$ cat src/hw/rtl/crc_rx_pkg.sv
// Package for the CRC-32 framed byte receiver.
// Holds shared constants, the result and beat types, and the CRC byte update.
// No dependencies.
`timescale 1ns / 1ps

package crc_rx_pkg;

    // Frame layout
    localparam int HEADER_BYTES      = 7;
    localparam int LENGTH_WIDTH_DEF  = 16;
    localparam int IDX_W             = 16;   // payload_index / frame_length width

    // CRC-32, reflected
    localparam logic [31:0] CRC_POLY = 32'hEDB88320;
    localparam logic [31:0] CRC_INIT = 32'hFFFFFFFF;

    // Configuration register indexes
    localparam int CFG_INDEX_W = 2;
    localparam int CFG_DATA_W  = 16;
    localparam logic [CFG_INDEX_W-1:0] REG_SOF_FIRST     = 2'd0;
    localparam logic [CFG_INDEX_W-1:0] REG_SOF_SECOND    = 2'd1;
    localparam logic [CFG_INDEX_W-1:0] REG_PAYLOAD_LIMIT = 2'd2;

    // Configuration reset values
    localparam logic [7:0]  SOF_FIRST_RST     = 8'hAA;
    localparam logic [7:0]  SOF_SECOND_RST    = 8'h55;
    localparam logic [15:0] PAYLOAD_LIMIT_RST = 16'd4096;

    // Result kinds
    localparam logic [1:0] KIND_PAYLOAD  = 2'd0;
    localparam logic [1:0] KIND_GOOD     = 2'd1;
    localparam logic [1:0] KIND_BAD_CRC  = 2'd2;
    localparam logic [1:0] KIND_TOO_LONG = 2'd3;

    typedef struct packed {
        logic [1:0]       result_kind;
        logic [7:0]       payload_byte;
        logic [IDX_W-1:0] payload_index;
        logic [7:0]       frame_context;
        logic [7:0]       frame_type;
        logic [7:0]       frame_sequence;
        logic [IDX_W-1:0] frame_length;
    } result_t;

    // Registered input beat handed to the parser
    typedef struct packed {
        logic       valid;
        logic [7:0] rx_byte;
    } rx_beat_t;

    // Fold one byte into a reflected CRC-32
    function automatic logic [31:0] crc_feed(input logic [31:0] crc_in, input logic [7:0] b);
        logic [31:0] c;
        c = crc_in ^ {24'd0, b};
        for (int k = 0; k < 8; k++) begin
            c = (c >> 1) ^ (c[0] ? CRC_POLY : 32'd0);
        end
        return c;
    endfunction

endpackage

$ cat src/hw/rtl/crc_rx_byte_if.sv
// Input channel interface: one received byte per beat.
// Standalone, no package dependency.
`timescale 1ns / 1ps

interface crc_rx_byte_if;
    logic       valid;
    logic       ready;
    logic [7:0] rx_byte;

    modport source (output valid, output rx_byte, input ready);
    modport sink   (input valid, input rx_byte, output ready);
endinterface

$ cat src/hw/rtl/crc_rx_result_if.sv
// Result channel interface: payload bytes and frame-end reports.
// Standalone, no package dependency.
`timescale 1ns / 1ps

interface crc_rx_result_if;
    logic        valid;
    logic        ready;
    logic [1:0]  result_kind;
    logic [7:0]  payload_byte;
    logic [15:0] payload_index;
    logic [7:0]  frame_context;
    logic [7:0]  frame_type;
    logic [7:0]  frame_sequence;
    logic [15:0] frame_length;

    modport source (output valid, output result_kind, output payload_byte,
                    output payload_index, output frame_context, output frame_type,
                    output frame_sequence, output frame_length, input ready);
    modport sink   (input valid, input result_kind, input payload_byte,
                    input payload_index, input frame_context, input frame_type,
                    input frame_sequence, input frame_length, output ready);
endinterface

$ cat src/hw/rtl/crc32_frame_receiver_unit.sv
// Top level of the CRC-32 framed byte receiver.
// Depends on crc_rx_pkg, crc_rx_byte_if, crc_rx_result_if and the crc_rx_* stages.
`timescale 1ns / 1ps

// The receiver takes one byte per cycle on rx and, with result ready held high,
// sustains that rate indefinitely. Each byte passes an input register, one pass
// of parse and CRC-32 byte update logic, and an output register, from which its
// result is presented on result. Payload bytes come out as they arrive; each frame
// ends with one good, bad-CRC or over-limit report carrying the header fields. A
// stall on result backs up into rx.ready only for bytes that produce a result while
// a previous result still waits. The user writes configuration registers through
// cfg_we/cfg_index/cfg_data while the block idles; the block does not enforce it.

module crc32_frame_receiver_unit #(
    parameter int LENGTH_WIDTH = crc_rx_pkg::LENGTH_WIDTH_DEF
) (
    input  logic                               clk,
    input  logic                               rst_n,
    input  logic                               cfg_we,
    input  logic [crc_rx_pkg::CFG_INDEX_W-1:0] cfg_index,
    input  logic [crc_rx_pkg::CFG_DATA_W-1:0]  cfg_data,
    crc_rx_byte_if.sink                        rx,
    crc_rx_result_if.source                    result
);
    import crc_rx_pkg::*;

    rx_beat_t beat;
    result_t  res;
    logic     advance;
    logic     has_result;
    logic     out_free;

    crc_rx_in_stage u_in_stage (
        .clk     (clk),
        .rst_n   (rst_n),
        .rx      (rx),
        .advance (advance),
        .beat    (beat)
    );

    crc_rx_parser #(
        .LENGTH_WIDTH (LENGTH_WIDTH)
    ) u_parser (
        .clk        (clk),
        .rst_n      (rst_n),
        .cfg_we     (cfg_we),
        .cfg_index  (cfg_index),
        .cfg_data   (cfg_data),
        .beat       (beat),
        .out_free   (out_free),
        .advance    (advance),
        .has_result (has_result),
        .res        (res)
    );

    crc_rx_out_stage u_out_stage (
        .clk      (clk),
        .rst_n    (rst_n),
        .load     (advance && has_result),
        .res      (res),
        .out_free (out_free),
        .result   (result)
    );

endmodule

$ cat src/hw/rtl/crc_rx_in_stage.sv
// Input register of the receiver: captures one byte beat per cycle while the held beat moves on.
// Depends on crc_rx_pkg and crc_rx_byte_if.
`timescale 1ns / 1ps

module crc_rx_in_stage (
    input  logic                 clk,
    input  logic                 rst_n,
    crc_rx_byte_if.sink          rx,
    input  logic                 advance,
    output crc_rx_pkg::rx_beat_t beat
);
    import crc_rx_pkg::*;

    logic       valid_reg;
    logic       valid_next;
    logic [7:0] byte_reg;
    logic       take;

    // Accept whenever empty or the held beat moves on this cycle
    assign rx.ready = !valid_reg || advance;
    assign take     = rx.valid && rx.ready;

    always_comb
    begin
        valid_next = valid_reg;
        if (take)
        begin
            valid_next = 1'b1;
        end
        else if (advance)
        begin
            valid_next = 1'b0;
        end
    end

    always_ff @(posedge clk or negedge rst_n)
    begin
        if (!rst_n)
        begin
            valid_reg <= 1'b0;
        end
        else
        begin
            valid_reg <= valid_next;
        end
    end

    // Hold payload
    always_ff @(posedge clk)
    begin
        if (take)
        begin
            byte_reg <= rx.rx_byte;
        end
    end

    assign beat.valid   = valid_reg;
    assign beat.rx_byte = byte_reg;

endmodule

$ cat src/hw/rtl/crc_rx_parser.sv
// Frame parser: start-byte hunt, header capture, payload pass-through and CRC-32
// check, one byte per cycle unless the result slot stalls it. Depends on crc_rx_pkg.
`timescale 1ns / 1ps

module crc_rx_parser #(
    parameter int LENGTH_WIDTH = crc_rx_pkg::LENGTH_WIDTH_DEF
) (
    input  logic                                   clk,
    input  logic                                   rst_n,
    input  logic                                   cfg_we,
    input  logic [crc_rx_pkg::CFG_INDEX_W-1:0]     cfg_index,
    input  logic [crc_rx_pkg::CFG_DATA_W-1:0]      cfg_data,
    input  crc_rx_pkg::rx_beat_t                   beat,
    input  logic                                   out_free,
    output logic                                   advance,
    output logic                                   has_result,
    output crc_rx_pkg::result_t                    res
);
    import crc_rx_pkg::*;

    localparam logic [2:0] PH_SOF1 = 3'd0;
    localparam logic [2:0] PH_SOF2 = 3'd1;
    localparam logic [2:0] PH_HDR  = 3'd2;
    localparam logic [2:0] PH_PAY  = 3'd3;
    localparam logic [2:0] PH_CRC  = 3'd4;

    localparam int HDR_STORE = HEADER_BYTES - 1;   // last header byte is used on arrival
    localparam int HDR_IDX_W = $clog2(HDR_STORE);
    localparam logic [32:0] LEN_CAP = (33'd1 << LENGTH_WIDTH) - 33'd1;

    // Configuration
    logic [7:0]  sof1_reg;
    logic [7:0]  sof2_reg;
    logic [15:0] limit_reg;

    // Parse state
    logic [2:0]       phase_reg,   phase_next;
    logic [15:0]      cnt_reg,     cnt_next;
    logic [31:0]      crc_reg,     crc_next;
    logic [23:0]      rcrc_reg,    rcrc_next;
    logic [1:0]       crc_cnt_reg, crc_cnt_next;
    logic [7:0]       hdr_reg [HDR_STORE];
    logic [IDX_W-1:0] flen_reg,    flen_next;
    logic [15:0]      plen_reg,    plen_next;

    logic [7:0]  b;
    logic [31:0] crc_upd;
    logic [31:0] len32;
    logic [31:0] len_sat;
    logic        too_long;
    logic        hdr_wr;
    logic [16:0] cnt_inc;

    assign b       = beat.rx_byte;
    assign crc_upd = crc_feed(crc_reg, b);
    assign len32   = {b, hdr_reg[5], hdr_reg[4], hdr_reg[3]};
    assign len_sat = (len32 > LEN_CAP[31:0]) ? LEN_CAP[31:0] : len32;
    assign too_long = len32 > {16'd0, limit_reg};
    assign cnt_inc = {1'b0, cnt_reg} + 17'd1;

    // Step the frame state machine for the byte at the input register
    always_comb
    begin
        phase_next   = phase_reg;
        cnt_next     = cnt_reg;
        crc_next     = crc_reg;
        rcrc_next    = rcrc_reg;
        crc_cnt_next = crc_cnt_reg;
        flen_next    = flen_reg;
        plen_next    = plen_reg;
        hdr_wr       = 1'b0;
        has_result   = 1'b0;
        res.result_kind    = KIND_PAYLOAD;
        res.payload_byte   = 8'd0;
        res.payload_index  = '0;
        res.frame_context  = hdr_reg[0];
        res.frame_type     = hdr_reg[1];
        res.frame_sequence = hdr_reg[2];
        res.frame_length   = flen_reg;

        case (phase_reg)
            PH_SOF2:
            begin
                if (b == sof2_reg)
                begin
                    phase_next = PH_HDR;
                    cnt_next   = 16'd0;
                    crc_next   = CRC_INIT;
                end
                else if (b != sof1_reg)
                begin
                    phase_next = PH_SOF1;
                end
            end
            PH_HDR:
            begin
                crc_next = crc_upd;
                if (cnt_reg < 16'(HDR_STORE))
                begin
                    hdr_wr   = 1'b1;
                    cnt_next = cnt_inc[15:0];
                end
                else
                begin
                    cnt_next     = 16'd0;
                    crc_cnt_next = 2'd0;
                    rcrc_next    = 24'd0;
                    flen_next    = len_sat[IDX_W-1:0];
                    plen_next    = len32[15:0];
                    if (too_long)
                    begin
                        phase_next       = PH_SOF1;
                        has_result       = 1'b1;
                        res.result_kind  = KIND_TOO_LONG;
                        res.frame_length = len_sat[IDX_W-1:0];
                    end
                    else if (len32 != 32'd0)
                    begin
                        phase_next = PH_PAY;
                    end
                    else
                    begin
                        phase_next = PH_CRC;
                    end
                end
            end
            PH_PAY:
            begin
                crc_next          = crc_upd;
                has_result        = 1'b1;
                res.result_kind   = KIND_PAYLOAD;
                res.payload_byte  = b;
                res.payload_index = cnt_reg;
                cnt_next          = cnt_inc[15:0];
                if (cnt_inc >= {1'b0, plen_reg})
                begin
                    phase_next = PH_CRC;
                end
            end
            PH_CRC:
            begin
                if (crc_cnt_reg != 2'd3)
                begin
                    rcrc_next[8*crc_cnt_reg +: 8] = b;
                    crc_cnt_next = crc_cnt_reg + 2'd1;
                end
                else
                begin
                    has_result      = 1'b1;
                    res.result_kind = (~crc_reg == {b, rcrc_reg}) ? KIND_GOOD : KIND_BAD_CRC;
                    crc_cnt_next    = 2'd0;
                    rcrc_next       = 24'd0;
                    phase_next      = PH_SOF1;
                end
            end
            default:
            begin
                phase_next = (b == sof1_reg) ? PH_SOF2 : PH_SOF1;
            end
        endcase
    end

    // Move on once the result slot can take what this byte produces
    assign advance = beat.valid && (!has_result || out_free);

    always_ff @(posedge clk or negedge rst_n)
    begin
        if (!rst_n)
        begin
            phase_reg   <= PH_SOF1;
            cnt_reg     <= 16'd0;
            crc_reg     <= CRC_INIT;
            rcrc_reg    <= 24'd0;
            crc_cnt_reg <= 2'd0;
        end
        else if (advance)
        begin
            phase_reg   <= phase_next;
            cnt_reg     <= cnt_next;
            crc_reg     <= crc_next;
            rcrc_reg    <= rcrc_next;
            crc_cnt_reg <= crc_cnt_next;
        end
    end

    // Header store and frame lengths
    always_ff @(posedge clk)
    begin
        if (advance)
        begin
            flen_reg <= flen_next;
            plen_reg <= plen_next;
            if (hdr_wr)
            begin
                hdr_reg[cnt_reg[HDR_IDX_W-1:0]] <= b;
            end
        end
    end

    // Configuration writes; indexes past the list are dropped
    always_ff @(posedge clk or negedge rst_n)
    begin
        if (!rst_n)
        begin
            sof1_reg  <= SOF_FIRST_RST;
            sof2_reg  <= SOF_SECOND_RST;
            limit_reg <= PAYLOAD_LIMIT_RST;
        end
        else if (cfg_we)
        begin
            case (cfg_index)
                REG_SOF_FIRST:     sof1_reg  <= cfg_data[7:0];
                REG_SOF_SECOND:    sof2_reg  <= cfg_data[7:0];
                REG_PAYLOAD_LIMIT: limit_reg <= cfg_data[15:0];
                default:           ;
            endcase
        end
    end

    // A payload count never reaches the frame length while in the payload phase
    a_pay_index_in_range: assert property (@(posedge clk) disable iff (!rst_n)
        (phase_reg == PH_PAY) |-> (cnt_reg < plen_reg))
        else $error("payload index reached frame length");

    // CRC byte count only moves in the CRC phase
    a_crc_cnt_phase: assert property (@(posedge clk) disable iff (!rst_n)
        (crc_cnt_reg != 2'd0) |-> (phase_reg == PH_CRC))
        else $error("CRC byte count outside CRC phase");

    // Any frame-end report returns the parser to the hunt
    a_end_to_hunt: assert property (@(posedge clk) disable iff (!rst_n)
        (advance && has_result && (res.result_kind != KIND_PAYLOAD)) |=>
        (phase_reg == PH_SOF1))
        else $error("frame end did not return to hunt");

endmodule

$ cat src/hw/rtl/crc_rx_out_stage.sv
// Output register of the receiver: holds one result beat until taken.
// Depends on crc_rx_pkg and crc_rx_result_if.
`timescale 1ns / 1ps

module crc_rx_out_stage (
    input  logic                clk,
    input  logic                rst_n,
    input  logic                load,
    input  crc_rx_pkg::result_t res,
    output logic                out_free,
    crc_rx_result_if.source     result
);
    import crc_rx_pkg::*;

    logic    valid_reg;
    logic    valid_next;
    result_t data_reg;

    assign out_free = !valid_reg || result.ready;

    always_comb
    begin
        valid_next = valid_reg;
        if (load)
        begin
            valid_next = 1'b1;
        end
        else if (result.ready)
        begin
            valid_next = 1'b0;
        end
    end

    always_ff @(posedge clk or negedge rst_n)
    begin
        if (!rst_n)
        begin
            valid_reg <= 1'b0;
        end
        else
        begin
            valid_reg <= valid_next;
        end
    end

    // Hold payload
    always_ff @(posedge clk)
    begin
        if (load)
        begin
            data_reg <= res;
        end
    end

    assign result.valid          = valid_reg;
    assign result.result_kind    = data_reg.result_kind;
    assign result.payload_byte   = data_reg.payload_byte;
    assign result.payload_index  = data_reg.payload_index;
    assign result.frame_context  = data_reg.frame_context;
    assign result.frame_type     = data_reg.frame_type;
    assign result.frame_sequence = data_reg.frame_sequence;
    assign result.frame_length   = data_reg.frame_length;

    // Never overwrite a beat that is still waiting
    a_no_overwrite: assert property (@(posedge clk) disable iff (!rst_n)
        load |-> (!valid_reg || result.ready))
        else $error("result overwritten while stalled");

endmodule
$ cat src/flat_wrapper.sv
// flat-port wrapper written by rule: the top's interface ports become plain ports
module crc32_frame_receiver_unit_flat import crc_rx_pkg::*;
#(
    parameter int LENGTH_WIDTH = crc_rx_pkg::LENGTH_WIDTH_DEF
)
  (clk, rst_n, cfg_we, cfg_index, cfg_data, rx_valid, rx_rx_byte, rx_ready, result_valid, result_result_kind, result_payload_byte, result_payload_index, result_frame_context, result_frame_type, result_frame_sequence, result_frame_length, result_ready);
  crc_rx_byte_if rx_i ();
  crc_rx_result_if result_i ();
  input  logic clk;
  input  logic rst_n;
  input  logic cfg_we;
  input  logic [crc_rx_pkg::CFG_INDEX_W-1:0] cfg_index;
  input  logic [crc_rx_pkg::CFG_DATA_W-1:0] cfg_data;
  input wire logic [$bits(rx_i.valid)-1:0] rx_valid;
  input wire logic [$bits(rx_i.rx_byte)-1:0] rx_rx_byte;
  output wire logic [$bits(rx_i.ready)-1:0] rx_ready;
  output wire logic [$bits(result_i.valid)-1:0] result_valid;
  output wire logic [$bits(result_i.result_kind)-1:0] result_result_kind;
  output wire logic [$bits(result_i.payload_byte)-1:0] result_payload_byte;
  output wire logic [$bits(result_i.payload_index)-1:0] result_payload_index;
  output wire logic [$bits(result_i.frame_context)-1:0] result_frame_context;
  output wire logic [$bits(result_i.frame_type)-1:0] result_frame_type;
  output wire logic [$bits(result_i.frame_sequence)-1:0] result_frame_sequence;
  output wire logic [$bits(result_i.frame_length)-1:0] result_frame_length;
  input wire logic [$bits(result_i.ready)-1:0] result_ready;
  assign rx_i.valid = rx_valid;
  assign rx_i.rx_byte = rx_rx_byte;
  assign rx_ready = rx_i.ready;
  assign result_valid = result_i.valid;
  assign result_result_kind = result_i.result_kind;
  assign result_payload_byte = result_i.payload_byte;
  assign result_payload_index = result_i.payload_index;
  assign result_frame_context = result_i.frame_context;
  assign result_frame_type = result_i.frame_type;
  assign result_frame_sequence = result_i.frame_sequence;
  assign result_frame_length = result_i.frame_length;
  assign result_i.ready = result_ready;
  crc32_frame_receiver_unit #(.LENGTH_WIDTH(LENGTH_WIDTH)) u_core (.clk(clk), .rst_n(rst_n), .cfg_we(cfg_we), .cfg_index(cfg_index), .cfg_data(cfg_data), .rx(rx_i), .result(result_i));
endmodule
$ cat config.mk
export PLATFORM = sky130hd
export DESIGN_NAME = crc32_frame_receiver_unit_flat
export DESIGN_NICKNAME = d
export VERILOG_FILES = /design/src/hw/rtl/crc_rx_pkg.sv /design/src/hw/rtl/crc_rx_byte_if.sv /design/src/hw/rtl/crc_rx_result_if.sv /design/src/hw/rtl/crc32_frame_receiver_unit.sv /design/src/hw/rtl/crc_rx_in_stage.sv /design/src/hw/rtl/crc_rx_parser.sv /design/src/hw/rtl/crc_rx_out_stage.sv /design/src/flat_wrapper.sv
export SDC_FILE = /design/constraint.sdc
export NUM_CORES = 1
export LEC_CHECK = 0
export BUFFER_PORTS_ARGS = -buffer_cell sky130_fd_sc_hd__buf_2
export CAP_MARGIN = 20
export CORE_MARGIN = 8
export CORE_UTILIZATION = 42
export DETAILED_ROUTE_END_ITERATION = 10
export SLEW_MARGIN = 10
export SYNTH_ARGS = -nofsm -noshare
export SYNTH_HDL_FRONTEND = slang
export SYNTH_SLANG_ARGS = --single-unit
$ cat constraint.sdc
create_clock -name clk -period 4.32 [get_ports clk]
set_input_delay 1.296 -clock clk [delete_from_list [all_inputs] [get_ports clk]]
set_output_delay 1.296 -clock clk [all_outputs]
set_load 0.01 [all_outputs]
* After elaboration in Yosys (flattened, before gate mapping)
Memory sizes are Yosys's and may differ from the RTL's. A register that Yosys moved wholly into a read port is not among the register bits. Index checks and enable logic that the tools add are counted.
Storage, ports and cells: register bits 193, RAM bits 48, input bits 31, output and inout port bits 68, logic and storage cells 130, memories 1
Cells by class: add/sub/neg operators 3, $lt $le $gt $ge 4, equal/unequal tests 16, shifts and indexed selects 2, muxes and demuxes 51, bitwise logic cells 11, reductions and logical operators 25
Memories:
- u_core.u_parser.hdr_reg | depth 6, width 8, rd ports 6, clocked after Yosys merged registers in 3, write ports 1, RTL line crc_rx_parser.sv:42 | logic [7:0] hdr_reg [HDR_STORE];
Operator list (number):
- two-way mux 32 bit | 9
- bitwise XOR 31 x 32 -> 32 bit | 8
- two-way mux 16 bit | 6
- case mux 32 bit (2 select lines) | 1
- two-way mux 24 bit | 2
- case mux 16 bit (3 select lines) | 1
- case mux 24 bit (2 select lines) | 1
- negation 5 -> 34 bit | 1
- variable shift 8 x 34 -> 24 bit (first input constant) | 1
- indexed part select 8 x 34 -> 24 bit | 1
- == test 32 bit | 1
- > comparator 32 x 16 -> 1 bit | 1
- > comparator 32 x 16 -> 1 bit (second input constant) | 1
- NOT 32 bit | 1
- nonzero test 32 bit | 1
- bitwise XOR 32 x 8 -> 32 bit | 1
- bitwise mux 24 bit | 1
- two-way mux 3 bit | 7
- adder 16 x 1 -> 17 bit (second input constant) | 1
- greater-or-equal comparator 17 x 16 -> 1 bit | 1
- == test 8 bit | 2
- less-than comparator 16 x 3 -> 1 bit (second input constant) | 1
- two-way mux 1 bit | 13
- two-way mux 2 bit | 6
- other kinds (23) | 43

* Logic depth before layout (Yosys ltp)
Gate-level depths: netlist (run 1).
depth in word-level cells 18, gate-level depth with buffers 13, mapped depth without buffers 12

* Hierarchy
A second synthesis (run 1) with hierarchy kept.
Second synthesis, totals: cell total of the unflattened synthesis 923, area total of the unflattened synthesis 12243.0 µm²
Modules (own cells, without submodules):
- crc_rx_parser | instances 1, cells each 840, area each 9905.8 µm², sequential area each 5181.2 µm²
- crc_rx_out_stage | instances 1, cells each 69, area each 2029.4 µm², sequential area each 2006.9 µm²
- crc_rx_in_stage | instances 1, cells each 13, area each 301.5 µm², sequential area each 265.3 µm²
- crc32_frame_receiver_unit | instances 1, cells each 1, area each 6.3 µm², sequential area each 0.0 µm²

* Worst setup path before layout (run 1)
No wires, ideal clock.
kind register to register, start point reg u_core.u_parser.limit_reg[12], end point reg result_frame_context[0] (netlist name), setup time 0.430 ns, data arrival time 3.398 ns, data required time 3.890 ns, path slack 0.492 ns, stages on the path, launching flop included 9, buffers on the path 0, clock period less this slack 3.828 ns, cells stage by stage dfstp_2 inv_1 ha_1 nand4_1 a2111oi_0 nor4b_1 nor2_1 or3_1 and4_1
Between the ends: word-level cells in the longest chain between the ends 8
Ends and longest elaborated chain:
- from (decl) | RTL line crc_rx_parser.sv:34 | logic [15:0] limit_reg;
- from (signal assigned) | RTL line crc_rx_parser.sv:214 | REG_PAYLOAD_LIMIT: limit_reg <= cfg_data[15:0];
- > comparator 32 x 16 -> 1 bit (*) | RTL line crc_rx_parser.sv:58 | assign too_long = len32 > {16'd0, limit_reg};
- two-way mux 1 bit (*) | RTL line crc_rx_parser.sv:110 | if (too_long)
- two-way mux 1 bit (*) | RTL line crc_rx_parser.sv:98 | if (cnt_reg < 16'(HDR_STORE))
- case mux 1 bit (3 select lines) (*) | RTL line crc_rx_parser.sv:81 | case (phase_reg)
- logical NOT 1 bit | RTL line crc_rx_parser.sv:164 | assign advance = beat.valid && (!has_result || out_free);
- logical OR 1 bit | RTL line crc_rx_parser.sv:164
- logical AND 1 bit | RTL line crc_rx_parser.sv:164
- logical AND 1 bit (*) | RTL line crc32_frame_receiver_unit.sv:59 | .load (advance && has_result),
- via u_core.u_out_stage.load | RTL line crc_rx_out_stage.sv:8 | input logic load,
The timed path passes the listed nets; every way through them passes the cells marked *. A chain may end at the register's enable or synchronous reset.

==> run summary, run 1 <==
yosys warns - 0
Worst Setup SP - u_core.u_parser.hdr_reg[4][7]
top cells by area, synth - edfxtp_1, dfrtp_1, dfstp_2
Final Skew - 0.0131 ns
main flop type after synthesis - edfxtp_1
area post-placement - 13500 um2
syn nets - 1008
global-route wire length before repair - 46.6 mm
pin count of the biggest net entering global routing - 67
IO Pins - 99
CP endpoint kind - primary output
cell row count - 63
CP arrival - 2.88 ns
setup TNS - 0 ns
Yosys cell types - 66
clock latency on the worst-skew pair - 0.56 ns
most frequent cells in the layout - edfxtp_1, buf_2, xnor2_1
Max Cap Viol - 0
number of global-route vias before repair - 7941
CP cell instances - ha_1 -> nand4_1 -> a2111oi_0 -> nor4b_1 -> o21a_1 -> nor2_1 -> inv_1 -> buf_2
CTS tree - done
ant diodes - 0
clock buffer depth - 3
type of the worst setup path - reg2out
Setup violations, final - 0
commonest non-fill, non-tap cell in the layout - edfxtp_1
layout cells sized above 1 - 30.1%
clk slew on worst S/H paths - 0.06 ns
Critical Path Max Stage Delay - 0.50 ns
FF-to-FF End - u_core.u_parser.phase_reg[2]
worst hold path depth - 0
synth-to-layout area growth - 16.1%
cts hold-fix bufs - 0
Hold Crit Class - reg2reg
r2r setup slk - 0.66 ns
final count of hold timing violations - 0
CP max stage cell - edfxtp_1
top cell type's share of synthesized area - 36.8%
H-tree lvl count - 1
antenna violations before repair - 0
highest ir drop seen on vdd - 0.329 mV
WP data required - 3.02 ns
Mapped Cells - 939
Die Span X - 189 um
WL per Instance - 20.4 um
period utilization - 96.7%
Slew Limit Fails - 0
core region area - 29600 um2
grt ovf - 0
largest area contributor in the netlist - edfxtp_1
Relative slew margins - 34.2%
CTS root buffer - clkbuf_16
number of synthesized flops with an enable pin - 154
f_max - 239 MHz
final antenna-violating net count - 0
final instance area - 14600 um2
DP HPWL - 20.5 mm
Worst Setup EP - rx_ready
drt first pass iters - 5
via count - 7703
RD Place Congestion - 0.844
TritonCTS buffer count - 29
Total Wirelength - 29.8 mm
RSZ-0062 raised after global routing - no
DR DRC count - 0
P_leak - 5.64 nW
post-cts gate resize count - 0
worst slack, placed - 0.621 ns
Seq cells post-synth - 265
DRT iter0 DRCs - 536
clock sinks - 265
Port Buffers - 98
max reg flops - 48
Final #Nets - 1118
FFs w/ async S/R, synth - 41.9%
syn_area_per_cell - 13.4 um2
die footprint - 35700 um2
worst setup margin - 0.144 ns
fill count - 2583
status - completed
sequential share of the synthesized area - 59.3%
initial core utilization - 42.5%
CP Launch Type - flop
R2R cell count - 12
Total GRT Usage - 16.6%
Pwr Density - 620 nW/um2
Finished Core Util - 49.4%
Worst-Margin Slew - 0.980 ns
RR Startpoint - u_core.u_parser.cnt_reg[2]
Final Critical Period - 4.18 ns
Die Span Y - 189 um
routed vias/inst - 5.27
Setup Fix Bufs, Post-CTS - 0
Worst Path Max Fanout - 5
Post-Syn Area - 12600 um2
==> how the worst min path moves through the flow <==
stage | startpoint | to | slack (ns)
3_5_place_dp | u_core.u_parser.hdr_reg[2][0] | result_frame_sequence[0] | 0.41
6_report | u_core.u_parser.hdr_reg[0][4] | result_frame_context[4] | 0.41
4_1_cts | u_core.u_parser.hdr_reg[2][0] | result_frame_sequence[0] | 0.42
3_3_place_gp | u_core.u_parser.hdr_reg[1][7] | result_frame_type[7] | 0.40
5_1_grt | u_core.u_parser.hdr_reg[2][2] | result_frame_sequence[2] | 0.42
2_1_floorplan | u_core.u_parser.hdr_reg[0][0] | result_frame_context[0] | 0.40
==> area by class of cell <==
class / instances / area (um2) / share of cell area (%)
Inverter: 61 / 229 / 1.57
Timing Repair Buffer: 120 / 683 / 4.68
Clock inverter: 18 / 235 / 1.61
Multi-Input combinational cell: 572 / 4670 / 32.0
Clock buffer: 36 / 835 / 5.72
Tap cell: 390 / 488 / 3.34
Sequential cell: 265 / 7450 / 51.1
==> kinds of logic after synthesis <==
group | count (synthesis) | synth area share, %
compound gates | 83 | 5.09
xor+xnor | 136 | 10.0
fa+ha+maj | 38 | 3.78
buf+inv | 102 | 3.66
flops | 265 | 59.3
mux | 90 | 8.20
simple gates | 225 | 9.89
==> synth_stat cells (3+ instances only) <==
library cell,count
or3_1,3
buf_6,3
nor4b_1,5
edfxtp_1,154
ha_1,38
mux2_4,10
buf_4,5
a22o_1,18
inv_1,61
xnor2_2,6
a21oi_1,13
nand3b_1,4
dfstp_2,41
nand2b_1,4
mux2_2,63
clkbuf_1,16
nor3_1,6
xnor2_1,71
nand3_1,16
dfrtp_1,70
nor2b_1,5
xor2_1,57
o21a_1,3
buf_2,14
o22a_1,6
and3_1,27
and4_1,5
nor4_1,17
mux2i_1,17
o32a_1,3
a31oi_1,3
nand4_1,21
nand2_1,64
nor2_1,20
o21ai_0,10
a32oi_1,5
or2_2,18
==> layer usage <==
layer / share of wire [%] / global-route usage (%) / routed length, um
met3: 5.1 / 2.43 / 1530
met2: 45 / 25.7 / 13500
met4: 2.2 / 4.84 / 667
met1: 47 / 23.7 / 14100
met5: 0 / 0 / 0
==> worst max-delay path: cells and delay by family, from the launching register on <==
family | cells | cell delay [ns]
AOI/OAI and AO/OA | 2 | 0.64
adders and majority gates | 1 | 0.35
and+or+nand+nor | 3 | 0.61
buffers and inverters | 2 | 0.21
DFF | 1 | 0.50
==> power by group <==
group	leakage [nW]	internal (mW)	switching [mW]
clock	0.525	1.67	1.03
sequential	2.65	3.21	0.316
combinational	2.46	1.26	1.55
==> stage by stage <==
step | total power, mW | cells | hold WS, ns
finish | 9.05 | 1462 | 0.415
detailed placement | 6.41 | 1408 | 0.405
floorplan | 5.69 | 939 | 0.400
global placement | 6.38 | 1408 | 0.401
global route | 9.53 | 1462 | 0.422
CTS | 9.14 | 1462 | 0.418
No activity file was read; power rests on OpenSTA's default activity.
==> inputs of run 2 (changes only) <==
--- a/config.mk
+++ b/config.mk
@@ -10,6 +10,7 @@
 export CORE_MARGIN = 8
 export CORE_UTILIZATION = 42
 export DETAILED_ROUTE_END_ITERATION = 10
+export PLACE_DENSITY_LB_ADDON = 0.25
 export SLEW_MARGIN = 10
 export SYNTH_ARGS = -nofsm -noshare
 export SYNTH_HDL_FRONTEND = slang
==> run 2 against run 1 <==
Net effect:
- worst setup slack better by 0.13 ns
- via count is 1.3% lower
- clock power is 10% lower
- highest routed layer is now met5
==> run summary, run 2 (synthesized netlist as in run 1, its figures left out) <==
RD Place Congestion - 0.903 (+7.1%)
antenna violations before repair - 1 (+1)
H-tree lvl count - 1 (unchanged)
initial core utilization - 42.5% (unchanged)
Worst-Margin Slew - 1.05 ns (+0.0717 ns)
WP data required - 3.02 ns (about the same)
CP endpoint kind - primary output
most frequent CP cell - inv_1
global-route wire length before repair - 46.6 mm (about the same)
fill count - 2627 (+1.7%)
grt ovf - 0 (unchanged)
type of the worst setup path - reg2out
DRT iter0 DRCs - 476 (-11%)
Critical Path Max Stage Delay - 0.52 ns (+0.02 ns)
Die Span X - 189 um (unchanged)
commonest non-fill, non-tap cell in the layout - edfxtp_1
core region area - 29600 um2 (unchanged)
WL per Instance - 20.0 um (-1.9%)
Finished Layout Cells - 1463 (+0.068%)
max reg flops - 48 (unchanged)
Finished Core Util - 49.0% (-0.36 points)
drt first pass iters - 6 (+1)
CP arrival - 2.75 ns (-0.13 ns)
sequential cell area - 7450 um2 (unchanged)
setup TNS - 0 ns (unchanged)
clk slew on worst S/H paths - 0.06 ns (about the same)
Setup Fix Bufs, Post-CTS - 0 (unchanged)
Die Span Y - 189 um (unchanged)
TritonCTS buffer count - 28 (-3.4%)
routed vias/inst - 5.20 (-1.4%)
final antenna-violating net count - 0 (unchanged)
DR DRC count - 0 (unchanged)
synth-to-layout area growth - 15.3%
Final #Nets - 1119 (+0.089%)
f_max - 247 MHz (+3.1%)
RSZ-0062 raised after global routing - no
period utilization - 93.7% (-2.9 points)
highest ir drop seen on vdd - 0.306 mV (-7.1%)
Final Skew - 0.0208 ns (+0.00772 ns)
P_leak - 5.57 nW (-1.2%)
clock sinks - 265 (unchanged)
total buffers and inverters traversed by the critical path - 4 (+2)
pin count of the biggest net entering global routing - 64 (-4.5%)
Relative slew margins - 29.4% (-4.8 points)
Port Buffers - 98 (unchanged)
dpl cells - 1410 (+0.14%)
Fin Hold WS - 0.416 ns (+0.00147 ns)
Setup violations, final - 0 (unchanged)
most frequent cells in the layout - edfxtp_1, buf_2, xnor2_1
status - completed
critical path's top delay family - compound AO/OA/AOI/OAI gates
IO Pins - 99 (unchanged)
Pwr Density - 606 nW/um2 (-2.3%)
layout cells sized above 1 - 29.6% (-0.56 points)
Total GRT Usage - 16.5% (-0.019 points)
via count - 7603 (-1.3%)
clock buffer depth - 3 (unchanged)
DP HPWL - 20.4 mm (-0.51%)
Multi-input gate area - 4660 um2 (about the same)
clock latency on the worst-skew pair - 0.55 ns (about the same)
Total Wirelength - 29.2 mm (-1.8%)
post-cts gate resize count - 0 (unchanged)
final count of hold timing violations - 0 (unchanged)
CP Launch Type - flop
CP cell instances - inv_1 -> ha_1 -> nand4_1 -> a2111oi_1 -> nor4b_1 -> buf_4 -> o21a_1 -> nor2_2 -> inv_1 -> buf_2
CTS tree - done
CP max stage cell - dfstp_2
Max Cap Viol - 0 (unchanged)
Slew Limit Fails - 0 (unchanged)
number of global-route vias before repair - 7866 (-0.94%)
cts hold-fix bufs - 0 (unchanged)
cell row count - 63 (unchanged)
Hold Crit Class - reg2reg
Worst Path Max Fanout - 4 (-1)
Final Critical Period - 4.05 ns (-0.126 ns)
CTS root buffer - clkbuf_16
die footprint - 35700 um2 (unchanged)
-- run 2: changes by cell type in the layout (fill, tap and decap cells not counted), moves of 2 or more --
cell       delta
clkbuf_16     -3
clkinv_2      -3
clkbuf_1      +7
bufinv_16     -2
buf_4         +2
-- run 2: cell type report --
type | instances | share of cell area (%)
flip-flops and latches | 265 | 51.5
well taps | 390 | 3.37
repair buffers | 122 | 4.82
multi-input cells | 572 | 32.2
clock inverters | 12 | 1.11
diodes | 1 | 0.0173
clock buffers | 40 | 5.43
inverters | 61 | 1.58
-- run 2: power breakdown --
part | internal (mW) | switching (mW) | total [mW] | leakage [nW]
clock | 1.45 | 0.968 | 2.42 | 0.454
sequential | 3.21 | 0.318 | 3.53 | 2.65
combinational | 1.27 | 1.56 | 2.83 | 2.46
total | 5.93 | 2.84 | 8.77 | 5.57
-- run 2: final timing paths --
kind | startpoint | to | slack [ns] | cells past startpoint
max in group asynchronous | rst_n | u_core.u_parser.crc_reg[9] | 2.73 | 2
min in group asynchronous | rst_n | u_core.u_out_stage.result.valid | 0.81 | 1
min reg2reg | u_core.u_parser.hdr_reg[0][2] | result_frame_context[2] | 0.42 | 0
max reg2reg | u_core.u_parser.cnt_reg[2] | u_core.u_parser.phase_reg[2] | 0.66 | 12
max | u_core.u_parser.limit_reg[12] | rx_ready | 0.27 | 10
min | u_core.u_parser.hdr_reg[0][2] | result_frame_context[2] | 0.42 | 0
-- run 2: routing by layer --
metal	track usage [%]	routed length, um	vias to the layer above
met5	0	10	-
met4	3.85	501	2
met3	2.37	1540	36
met2	25.4	13000	195
met1	24.4	14200	3767
li1	-	-	3603
-- run 2: worst register-to-register path, cell delays in order, from the launching register on --
cell and delay (ns):
dfrtp_1 0.57, and4_1 0.29, nand4_1 0.24, nor2_1 0.38
xnor2_1 0.17, ha_1 0.28, a21oi_1 0.17, nand2_1 0.06
a2111oi_0 0.46, a31oi_1 0.15, o31a_1 0.33, nand2_1 0.12
mux2_2 0.33
-- run 2: stage by stage --
step                total power [mW]  instance area (um2)  setup WS, ns
finish                          8.77                14500         0.270
global route                    9.28                14500        0.0684
CTS                             8.87                14500         0.119
detailed placement              6.41                13500         0.647
global placement                6.39                13500         0.703
floorplan                       5.69                12600         0.492
